[src/rtl/bitmap_page_allocator_macros.svh]
// ----------------------------------------------------------------------------
// Assertion macros for the bitmap page allocator
// Concurrent checks that fall away when SYNTH is defined.
// ----------------------------------------------------------------------------
`ifndef BITMAP_PAGE_ALLOCATOR_MACROS_SVH
`define BITMAP_PAGE_ALLOCATOR_MACROS_SVH

`ifndef SYNTH
// Same-cycle implication, disabled while reset is asserted.
`define BPA_ASSERT_IMP(lbl, clk, rst_n, ante, cons, msg) \
    lbl: assert property (@(posedge clk) disable iff (!rst_n) (ante) |-> (cons)) \
        else $error(msg);
// Next-cycle implication, disabled while reset is asserted.
`define BPA_ASSERT_NXT(lbl, clk, rst_n, ante, cons, msg) \
    lbl: assert property (@(posedge clk) disable iff (!rst_n) (ante) |=> (cons)) \
        else $error(msg);
`else
`define BPA_ASSERT_IMP(lbl, clk, rst_n, ante, cons, msg)
`define BPA_ASSERT_NXT(lbl, clk, rst_n, ante, cons, msg)
`endif

`endif

[src/rtl/bpa_pkg.sv]
// ----------------------------------------------------------------------------
// Bitmap page allocator package
// Shared constants, codes and types of the allocator and its parts.
// ----------------------------------------------------------------------------
package bpa_pkg;

    localparam int NUM_PAGES_DEF = 4096;

    // The used map is held as words of this many pages.
    localparam int WORD_W = 64;
    localparam int BIT_W  = 6;

    localparam int OPCODE_W   = 1;
    localparam int PAGE_W     = 12;
    localparam int COUNT_W    = 13;
    localparam int IN_DATA_W  = 16;
    localparam int OUT_DATA_W = 32;

    typedef enum logic [OPCODE_W-1:0] {
        OP_ALLOC = 1'b0,
        OP_FREE  = 1'b1
    } t_opcode;

    typedef enum logic {
        DIR_UP   = 1'b0,
        DIR_DOWN = 1'b1
    } t_dir;

    typedef struct packed {
        logic             found;
        logic [BIT_W-1:0] pos;
    } t_search_res;

endpackage

[src/rtl/bitmap_page_allocator.sv]
// Request path: a request refused at once (no page left or a target past the last page) goes
// straight to the done state; any other passes the modify state, an allocate whose following
// page opens the next map word also the next-word check, and a map scan reads one 64-page map
// word a cycle. One request at a time: ready returns with the reply word's valid, and a reply
// not taken stalls the next request in the done state until it is. Reset: synchronous, active
// low; a clearing pass then writes MAP_WORDS map words while no word is accepted.
// ----------------------------------------------------------------------------
// Bitmap page allocator
// Keeps a used bit per page in a word RAM, a used count and a next-free hint,
// and serves allocate and free requests under a small sequencer.
// ----------------------------------------------------------------------------
`include "bitmap_page_allocator_macros.svh"

module bitmap_page_allocator #(
    parameter int NUM_PAGES = bpa_pkg::NUM_PAGES_DEF
) (
    input  logic                           i_clk,
    input  logic                           i_rst_n,
    input  logic                           s_axis_tvalid,
    output logic                           s_axis_tready,
    // [11:0] target_page, [15:12] zero
    input  logic [bpa_pkg::IN_DATA_W-1:0]  s_axis_tdata,
    // [0] opcode
    input  logic [bpa_pkg::OPCODE_W-1:0]   s_axis_tuser,
    output logic                           m_axis_tvalid,
    input  logic                           m_axis_tready,
    // [11:0] granted_page, [24:12] used_count, [31:25] zero
    output logic [bpa_pkg::OUT_DATA_W-1:0] m_axis_tdata,
    // [0] ok
    output logic                           m_axis_tuser
);

    localparam int WORD_W    = bpa_pkg::WORD_W;
    localparam int BIT_W     = bpa_pkg::BIT_W;
    localparam int MAP_WORDS = (NUM_PAGES + WORD_W - 1) / WORD_W;
    localparam int ADDR_W    = (MAP_WORDS > 1) ? $clog2(MAP_WORDS) : 1;
    localparam int HINT_W    = ADDR_W + BIT_W;
    localparam int CNT_W     = $clog2(NUM_PAGES + 1);
    localparam int LEFT_W    = $clog2(MAP_WORDS + 1);
    localparam int LAST_BITS = NUM_PAGES - (MAP_WORDS - 1) * WORD_W;
    localparam logic [ADDR_W-1:0] LAST_ADDR = ADDR_W'(MAP_WORDS - 1);
    localparam logic [WORD_W-1:0] LAST_MASK = (LAST_BITS == WORD_W) ? {WORD_W{1'b1}} :
                                              ((WORD_W'(1) << LAST_BITS) - WORD_W'(1));

    typedef enum logic [5:0] {
        S_CLEAR  = 6'b000001,
        S_IDLE   = 6'b000010,
        S_MODIFY = 6'b000100,
        S_NEXT   = 6'b001000,
        S_SCAN   = 6'b010000,
        S_DONE   = 6'b100000
    } t_state;

    t_state                      r_state, n_state;
    logic [ADDR_W-1:0]           r_clr_addr, n_clr_addr;
    logic [CNT_W-1:0]            r_used_total, n_used_total;
    logic [HINT_W-1:0]           r_hint, n_hint;
    logic [HINT_W-1:0]           r_tgt, n_tgt;
    bpa_pkg::t_opcode            r_op, n_op;
    logic                        r_ok, n_ok;
    logic [HINT_W-1:0]           r_grant, n_grant;
    logic [ADDR_W-1:0]           r_scan_addr, n_scan_addr;
    logic [ADDR_W-1:0]           r_chk_addr, n_chk_addr;
    logic                        r_chk_vld, n_chk_vld;
    logic [LEFT_W-1:0]           r_left, n_left;
    bpa_pkg::t_dir               r_dir, n_dir;
    logic                        r_out_vld, n_out_vld;
    logic                        r_out_ok, n_out_ok;
    logic [bpa_pkg::PAGE_W-1:0]  r_out_grant, n_out_grant;
    logic [bpa_pkg::COUNT_W-1:0] r_out_count, n_out_count;

    logic                  w_we;
    logic [ADDR_W-1:0]     w_waddr;
    logic [WORD_W-1:0]     w_wdata;
    logic                  w_re;
    logic [ADDR_W-1:0]     w_raddr;
    logic [WORD_W-1:0]     w_rdata;
    logic [WORD_W-1:0]     w_mask;
    bpa_pkg::t_search_res  w_res;

    logic                  w_accept;
    logic [31:0]           w_tgt_wide;
    logic [31:0]           w_grant_wide;
    logic [31:0]           w_count_wide;
    logic [BIT_W-1:0]      w_bit;
    logic [BIT_W-1:0]      w_bit_nxt;
    logic [WORD_W-1:0]     w_bit_mask;
    logic [WORD_W-1:0]     w_set_word;
    logic                  w_nxt_in_range;

    bpa_ram #(
        .WIDTH  (WORD_W),
        .DEPTH  (MAP_WORDS),
        .ADDR_W (ADDR_W)
    ) u_map (
        .i_clk   (i_clk),
        .i_we    (w_we),
        .i_waddr (w_waddr),
        .i_wdata (w_wdata),
        .i_re    (w_re),
        .i_raddr (w_raddr),
        .o_rdata (w_rdata)
    );

    // Bits past the last page of the last word count as used.
    assign w_mask = (r_chk_addr == LAST_ADDR) ? LAST_MASK : {WORD_W{1'b1}};

    bpa_word_search u_search (
        .i_data (w_rdata),
        .i_mask (w_mask),
        .i_dir  (r_dir),
        .o_res  (w_res)
    );

    assign s_axis_tready  = (r_state == S_IDLE);
    assign w_accept       = s_axis_tvalid && s_axis_tready;
    assign w_tgt_wide     = 32'(s_axis_tdata[bpa_pkg::PAGE_W-1:0]);
    assign w_bit          = r_tgt[BIT_W-1:0];
    assign w_bit_nxt      = w_bit + BIT_W'(1);
    assign w_bit_mask     = WORD_W'(1) << w_bit;
    assign w_set_word     = w_rdata | w_bit_mask;
    assign w_nxt_in_range = (32'(r_tgt) + 32'd1) < 32'(NUM_PAGES);
    assign w_grant_wide   = 32'(r_grant);
    assign w_count_wide   = 32'(r_used_total);

    always_comb begin
        n_state      = r_state;
        n_clr_addr   = r_clr_addr;
        n_used_total = r_used_total;
        n_hint       = r_hint;
        n_tgt        = r_tgt;
        n_op         = r_op;
        n_ok         = r_ok;
        n_grant      = r_grant;
        n_scan_addr  = r_scan_addr;
        n_chk_addr   = r_chk_addr;
        n_chk_vld    = r_chk_vld;
        n_left       = r_left;
        n_dir        = r_dir;
        n_out_vld    = r_out_vld && !m_axis_tready;
        n_out_ok     = r_out_ok;
        n_out_grant  = r_out_grant;
        n_out_count  = r_out_count;
        w_we         = 1'b0;
        w_waddr      = r_tgt[HINT_W-1:BIT_W];
        w_wdata      = w_set_word;
        w_re         = 1'b0;
        w_raddr      = r_tgt[HINT_W-1:BIT_W];

        case (r_state)
            S_CLEAR: begin
                w_we       = 1'b1;
                w_waddr    = r_clr_addr;
                w_wdata    = '0;
                n_clr_addr = r_clr_addr + ADDR_W'(1);
                if (r_clr_addr == LAST_ADDR) begin
                    n_state = S_IDLE;
                end
            end
            S_IDLE: begin
                if (w_accept) begin
                    n_op    = bpa_pkg::t_opcode'(s_axis_tuser);
                    n_ok    = 1'b0;
                    n_grant = '0;
                    if (s_axis_tuser == bpa_pkg::OP_ALLOC) begin
                        n_tgt = r_hint;
                        if (32'(r_used_total) < 32'(NUM_PAGES)) begin
                            w_re    = 1'b1;
                            w_raddr = r_hint[HINT_W-1:BIT_W];
                            n_state = S_MODIFY;
                        end else begin
                            n_state = S_DONE;
                        end
                    end else begin
                        n_tgt = w_tgt_wide[HINT_W-1:0];
                        if (w_tgt_wide < 32'(NUM_PAGES)) begin
                            w_re    = 1'b1;
                            w_raddr = w_tgt_wide[HINT_W-1:BIT_W];
                            n_state = S_MODIFY;
                        end else begin
                            n_state = S_DONE;
                        end
                    end
                end
            end
            S_MODIFY: begin
                n_scan_addr = '0;
                n_left      = LEFT_W'(MAP_WORDS);
                n_chk_vld   = 1'b0;
                if (r_op == bpa_pkg::OP_ALLOC) begin
                    w_we         = 1'b1;
                    w_wdata      = w_set_word;
                    n_used_total = r_used_total + CNT_W'(1);
                    n_ok         = 1'b1;
                    n_grant      = r_tgt;
                    n_dir        = bpa_pkg::DIR_UP;
                    if (!w_nxt_in_range) begin
                        n_state = S_SCAN;
                    end else if (w_bit != BIT_W'(WORD_W - 1)) begin
                        // The following page sits in the word just updated.
                        if (!w_set_word[w_bit_nxt]) begin
                            n_hint  = r_tgt + HINT_W'(1);
                            n_state = S_DONE;
                        end else begin
                            n_state = S_SCAN;
                        end
                    end else begin
                        w_re    = 1'b1;
                        w_raddr = r_tgt[HINT_W-1:BIT_W] + ADDR_W'(1);
                        n_state = S_NEXT;
                    end
                end else begin
                    if (w_rdata[w_bit]) begin
                        w_we    = 1'b1;
                        w_wdata = w_rdata & ~w_bit_mask;
                        if (r_used_total != '0) begin
                            n_used_total = r_used_total - CNT_W'(1);
                        end
                        n_ok        = 1'b1;
                        n_dir       = bpa_pkg::DIR_DOWN;
                        n_scan_addr = LAST_ADDR;
                        n_state     = S_SCAN;
                    end else begin
                        n_state = S_DONE;
                    end
                end
            end
            S_NEXT: begin
                if (!w_rdata[0]) begin
                    n_hint  = r_tgt + HINT_W'(1);
                    n_state = S_DONE;
                end else begin
                    n_scan_addr = '0;
                    n_left      = LEFT_W'(MAP_WORDS);
                    n_chk_vld   = 1'b0;
                    n_state     = S_SCAN;
                end
            end
            S_SCAN: begin
                // Reads are issued one word per cycle; each word is searched when it returns.
                if (r_left != '0) begin
                    w_re       = 1'b1;
                    w_raddr    = r_scan_addr;
                    n_chk_addr = r_scan_addr;
                    n_chk_vld  = 1'b1;
                    n_left     = r_left - LEFT_W'(1);
                    if (r_dir == bpa_pkg::DIR_UP) begin
                        n_scan_addr = r_scan_addr + ADDR_W'(1);
                    end else begin
                        n_scan_addr = r_scan_addr - ADDR_W'(1);
                    end
                end else begin
                    n_chk_vld = 1'b0;
                end
                if (r_chk_vld && w_res.found) begin
                    n_hint  = {r_chk_addr, w_res.pos};
                    n_state = S_DONE;
                end else if (r_chk_vld && (r_left == '0)) begin
                    n_state = S_DONE;
                end
            end
            S_DONE: begin
                if (!r_out_vld || m_axis_tready) begin
                    n_out_vld   = 1'b1;
                    n_out_ok    = r_ok;
                    n_out_grant = w_grant_wide[bpa_pkg::PAGE_W-1:0];
                    n_out_count = w_count_wide[bpa_pkg::COUNT_W-1:0];
                    n_state     = S_IDLE;
                end
            end
            default: begin
                n_state = S_IDLE;
            end
        endcase
    end

    always_ff @(posedge i_clk) begin
        if (!i_rst_n) begin
            r_state      <= S_CLEAR;
            r_clr_addr   <= '0;
            r_used_total <= '0;
            r_hint       <= '0;
            r_chk_vld    <= 1'b0;
            r_left       <= '0;
            r_out_vld    <= 1'b0;
        end else begin
            r_state      <= n_state;
            r_clr_addr   <= n_clr_addr;
            r_used_total <= n_used_total;
            r_hint       <= n_hint;
            r_chk_vld    <= n_chk_vld;
            r_left       <= n_left;
            r_out_vld    <= n_out_vld;
        end
    end

    always_ff @(posedge i_clk) begin
        r_tgt       <= n_tgt;
        r_op        <= n_op;
        r_ok        <= n_ok;
        r_grant     <= n_grant;
        r_scan_addr <= n_scan_addr;
        r_chk_addr  <= n_chk_addr;
        r_dir       <= n_dir;
        r_out_ok    <= n_out_ok;
        r_out_grant <= n_out_grant;
        r_out_count <= n_out_count;
    end

    assign m_axis_tvalid = r_out_vld;
    assign m_axis_tuser  = r_out_ok;
    assign m_axis_tdata  = {{(bpa_pkg::OUT_DATA_W - bpa_pkg::COUNT_W - bpa_pkg::PAGE_W){1'b0}},
                            r_out_count, r_out_grant};

    `BPA_ASSERT_NXT(a_busy_after_accept, i_clk, i_rst_n, w_accept, !s_axis_tready, "ready after accept")
    `BPA_ASSERT_IMP(a_count_bound, i_clk, i_rst_n, 1'b1, 32'(r_used_total) <= 32'(NUM_PAGES), "count over range")
    `BPA_ASSERT_IMP(a_refused_no_grant, i_clk, i_rst_n, m_axis_tvalid && !m_axis_tuser, m_axis_tdata[bpa_pkg::PAGE_W-1:0] == '0, "refused word grants a page")
    `BPA_ASSERT_IMP(a_write_states, i_clk, i_rst_n, w_we, (r_state == S_CLEAR) || (r_state == S_MODIFY), "map written outside update")
    `BPA_ASSERT_IMP(a_scan_dir_free, i_clk, i_rst_n, (r_state == S_SCAN) && (r_op == bpa_pkg::OP_FREE), r_dir == bpa_pkg::DIR_DOWN, "free scan runs upwards")

endmodule

[src/rtl/bpa_ram.sv]
// ----------------------------------------------------------------------------
// Generic RAM
// One write port and one read port, read data registered.
// ----------------------------------------------------------------------------
module bpa_ram #(
    parameter int WIDTH = 64,
    parameter int DEPTH = 64,
    parameter int ADDR_W = (DEPTH > 1) ? $clog2(DEPTH) : 1
) (
    input  logic              i_clk,
    input  logic              i_we,
    input  logic [ADDR_W-1:0] i_waddr,
    input  logic [WIDTH-1:0]  i_wdata,
    input  logic              i_re,
    input  logic [ADDR_W-1:0] i_raddr,
    output logic [WIDTH-1:0]  o_rdata
);

    logic [WIDTH-1:0] r_mem [0:DEPTH-1];
    logic [WIDTH-1:0] r_rdata;

    always_ff @(posedge i_clk) begin
        if (i_we) begin
            r_mem[i_waddr] <= i_wdata;
        end
        if (i_re) begin
            r_rdata <= r_mem[i_raddr];
        end
    end

    assign o_rdata = r_rdata;

endmodule

[src/rtl/bpa_word_search.sv]
// ----------------------------------------------------------------------------
// Free-page search over one map word
// Finds the lowest or the highest free page among the valid bits of a word.
// ----------------------------------------------------------------------------
module bpa_word_search (
    input  logic [bpa_pkg::WORD_W-1:0] i_data,
    input  logic [bpa_pkg::WORD_W-1:0] i_mask,
    input  bpa_pkg::t_dir              i_dir,
    output bpa_pkg::t_search_res       o_res
);

    logic [bpa_pkg::WORD_W-1:0] w_free;

    always_comb begin
        w_free    = ~i_data & i_mask;
        o_res     = '0;
        o_res.found = |w_free;
        if (i_dir == bpa_pkg::DIR_UP) begin
            for (int i = bpa_pkg::WORD_W - 1; i >= 0; i--) begin
                if (w_free[i]) begin
                    o_res.pos = bpa_pkg::BIT_W'(i);
                end
            end
        end else begin
            for (int i = 0; i < bpa_pkg::WORD_W; i++) begin
                if (w_free[i]) begin
                    o_res.pos = bpa_pkg::BIT_W'(i);
                end
            end
        end
    end

endmodule

[config.mk]
export PLATFORM = sky130hd
export DESIGN_NAME = bitmap_page_allocator
export DESIGN_NICKNAME = d
export VERILOG_FILES = /design/src/rtl/bpa_pkg.sv /design/src/rtl/bitmap_page_allocator.sv /design/src/rtl/bpa_ram.sv /design/src/rtl/bpa_word_search.sv
export VERILOG_INCLUDE_DIRS = /design/src /design/src/rtl
export SDC_FILE = /design/constraint.sdc
export NUM_CORES = 2
export LEC_CHECK = 0
export ABC_AREA = 1
export BUFFER_PORTS_ARGS = -buffer_cell sky130_fd_sc_hd__buf_2
export CELL_PAD_IN_SITES_DETAIL_PLACEMENT = 2
export CELL_PAD_IN_SITES_GLOBAL_PLACEMENT = 2
export CORE_ASPECT_RATIO = 1.75
export CORE_UTILIZATION = 43
export CTS_CLUSTER_SIZE = 8
export DETAILED_ROUTE_END_ITERATION = 6
export PLACE_DENSITY_LB_ADDON = 0.2
export SLEW_MARGIN = 20
export SYNTH_ARGS = -nofsm -noshare
export SYNTH_HDL_FRONTEND = slang
export SYNTH_SLANG_ARGS = --single-unit
[constraint.sdc]
create_clock -name i_clk -period 7.2 [get_ports i_clk]
set_input_delay 1.08 -clock i_clk [delete_from_list [all_inputs] [get_ports i_clk]]
set_output_delay 1.08 -clock i_clk [all_outputs]
set_load 0.01 [all_outputs]
==> flow_summary.yaml <==
outcome:
  status: "completed"
yosys:
  yosysWarnings: 0
  postSynthCellCount: 13700
  synth-edff-count: 4225
  syn-mean-instance-area_um2: 13.0
  yosysSeqAreaShare_pct: 72.1
  async_reset_ff_share_pct: 0
  ys.flop_type: "edfxtp_1"
  ys_types: 52
  synth-seq-cells: 4271
  synth_area_um2: 177000
floorplanning:
  initial_core_util_pct: 43.2
  core_um2: 410000
  fp.dieH_um: 851
  die_area_um2: 415000
  placementRows: 311
  pin_count: 56
  die_w_um: 487
routing:
  routed.top_layer: "met5"
  drt-met1-wl_um: 261000
  dr_wl_met3_um: 45600
  drtIter0Drc: 12000
  wirelength_um: 754000
  vias_per_cell: 6.34
  wl_met2_um: 385000
  firstDrtPassIters: 7
  num_vias: 124000
  drc: 0
  drtAntennaViolNets: 0
  wl_per_cell_um: 38.4
power:
  leakage_nw: 72.9
  peakVddDrop_mv: 0.218
  p_per_area_nw_per_um2: 293
place:
  dp_hpwl_um: 427000
  place_congestion: 0.916
  io_buffers: 44
critical_path:
  cp_data_arrival_time_ps: 7420
  worstPathMaxFanout: 29
  path_class: "reg -> reg"
  startpoint_type: "flip-flop"
  crit_path_end_kind: "flip-flop"
  worstPathRequired_ps: 7890
sta:
  finalHoldWorstSlack_ps: 423
  finalClockSkew_ps: 76.6
  rsz0062_at_grt: "no"
  max_freq_mhz: 149
  drv_slew: 0
  hold_violations: 0
  setup_viol: 0
  worst_pin_slew_ps: 1210
  setup_tns_ps: 0
  post-route-period-util_pct: 93.5
  slew_headroom_pct: 18.7
  finalWorstPathRequiredPeriod_ps: 6730
cells_and_area:
  final_net_count: 14100
  final_common_cell: "edfxtp_1"
  final_cell_mix: "4225 x edfxtp_1, 1745 x inv_1, 1359 x nand2_1"
  regArea_um2: 128000
  syn2layout_area_growth_pct: 16.1
  multi_input_area_um2: 40300
  nFillCells: 38700
  final_util_pct: 50.2
  drive_above_1_share_pct: 14.2
clocking:
  hold_buffers: 0
  cts.sink_count: 4271
  cts_htree_levels: 6
  path_clk_slew_ps: 50
  clkLatencyLatePin_ps: 1020
  postCtsSetupRepairBufs: 0
  cts_tree: "done"
  numCtsBuffers: 609
  post_cts_resized: 0
  clk_path_buf_depth: 4
  root_buffer: "clkbuf_16"
global_route:
  grt_pass1_wl_um: 1040000
  antenna_found_initial: 26
  grt_pass1_vias: 137000
  overflow: 0
  grt_usage_pct: 35.7
  grt_max_degree: 135
flow_run:
  drv_cap: 0
worst_hold_path:
  hold_class: "reg -> reg"
worst max-delay path, stage by stage, from the launching register on:
cell	delay, ps
edfxtp_1	710
ha_1	320
nand2_1	90
nor2_1	360
inv_1	110
nor2_1	240
nand2_1	210
inv_2	120
nand2_1	50
inv_1	80
nor2_1	60
inv_1	150
nor2_1	60
inv_2	80
nor2_1	60
o22ai_1	170
inv_1	70
a221oi_1	270
o21a_4	500
inv_8	290
buf_12	330
o21ai_0	100
a21oi_1	80
o311ai_0	940
a31o_2	300
a31oi_1	100
a31o_1	420
state kept, by name, indices dropped and copies added, names as in the netlist, 6 cells and up:
| name | cells |
|---|---|
| u_map.r_mem | 4096 |
| r_clr_addr | 6 |
| r_used_total | 13 |
| r_chk_addr | 6 |
| r_state | 6 |
| r_scan_addr | 6 |
| r_hint | 12 |
| r_grant | 12 |
| r_tgt | 12 |
| u_map.o_rdata | 64 |
| r_out_grant | 12 |
| r_left | 7 |
| r_out_count | 13 |
layer usage:
layer,up-vias,global-route usage (%)
met1,65900,38.8
li1,50700,-
met2,5607,63.0
met4,8,26.3
met5,-,0
met3,2197,5.41
stage by stage:
step / area, um2 / setup WS (ps) / total power [mW] / instances
after global placement: 189000 / 825 / 34.1 / 18900
after floorplan: 177000 / 1250 / 31.8 / 13700
after CTS: 206000 / 579 / 60.5 / 19600
after detailed placement: 189000 / 706 / 34.5 / 18900
after global routing: 206000 / 366 / 61.4 / 19600
final: 206000 / 470 / 60.3 / 19600
cells in the mapped netlist, drive strengths merged, types with 5 or more instances:
master / number / share of area, %
inv: 1754 / 3.7
ha: 24 / 0.17
nor3: 21 / 0.066
edfxtp: 4225 / 72
nand4: 30 / 0.11
buf: 340 / 0.94
o22ai: 6 / 0.025
a221oi: 7 / 0.035
a21oi: 1225 / 3.5
mux2: 478 / 3.0
nor4: 8 / 0.037
a21boi: 40 / 0.17
nand3: 713 / 2.0
o21ai: 1293 / 3.7
a31o: 108 / 0.53
xor2: 15 / 0.074
o31ai: 45 / 0.19
a22oi: 9 / 0.038
clkbuf: 585 / 1.2
dfxtp: 46 / 0.52
o311ai: 493 / 2.4
nor2: 241 / 0.51
a31oi: 58 / 0.20
o211ai: 484 / 2.0
xnor2: 5 / 0.025
nand2: 1360 / 2.9
or2: 6 / 0.021
a211oi: 39 / 0.17
where the power goes:
part	total [mW]	leakage [nW]	internal (mW)	switching (mW)
combinational	5.01	25.6	1.02	3.99
sequential	29.2	39.3	28.9	0.237
clock	26.1	7.99	15.3	10.8
cell families after synthesis:
family / synth area share (%)
flip-flops: 72.1
AO/OA/AOI/OAI: 13.0
adder cells (fa/ha/maj): 0.192
buffers and inverters: 5.90
XOR/XNOR: 0.0988
AND/OR/NAND/NOR: 5.64
other: 0.00212
multiplexers: 3.04
layout make-up:
type                       instances  share of cell area [%]
sequential                      4271                    62.1
multi-input combinational       6735                    19.6
clock buffer                     659                    7.65
timing repair buffer             661                    3.79
tap                             5477                    3.33
inverter                        1758                    3.22
clock inverter                    39                   0.269
antenna                           13                  0.0158
path summary, 6_finish.rpt:
check             slack [ps]                     endpoint  cells past startpoint                startpoint
hold / removal           420     r_out_grant[7]$_DFFE_PP_                      0  r_grant[7]$_SDFFCE_PN0P_
hold reg to reg          420     r_out_grant[7]$_DFFE_PP_                      0  r_grant[7]$_SDFFCE_PN0P_
setup / recovery         470  u_map.o_rdata[13]$_DFFE_PP_                     26        r_tgt[0]$_DFFE_PP_
setup reg to reg         470  u_map.o_rdata[13]$_DFFE_PP_                     26        r_tgt[0]$_DFFE_PP_
(Power assumes the default switching activity.)
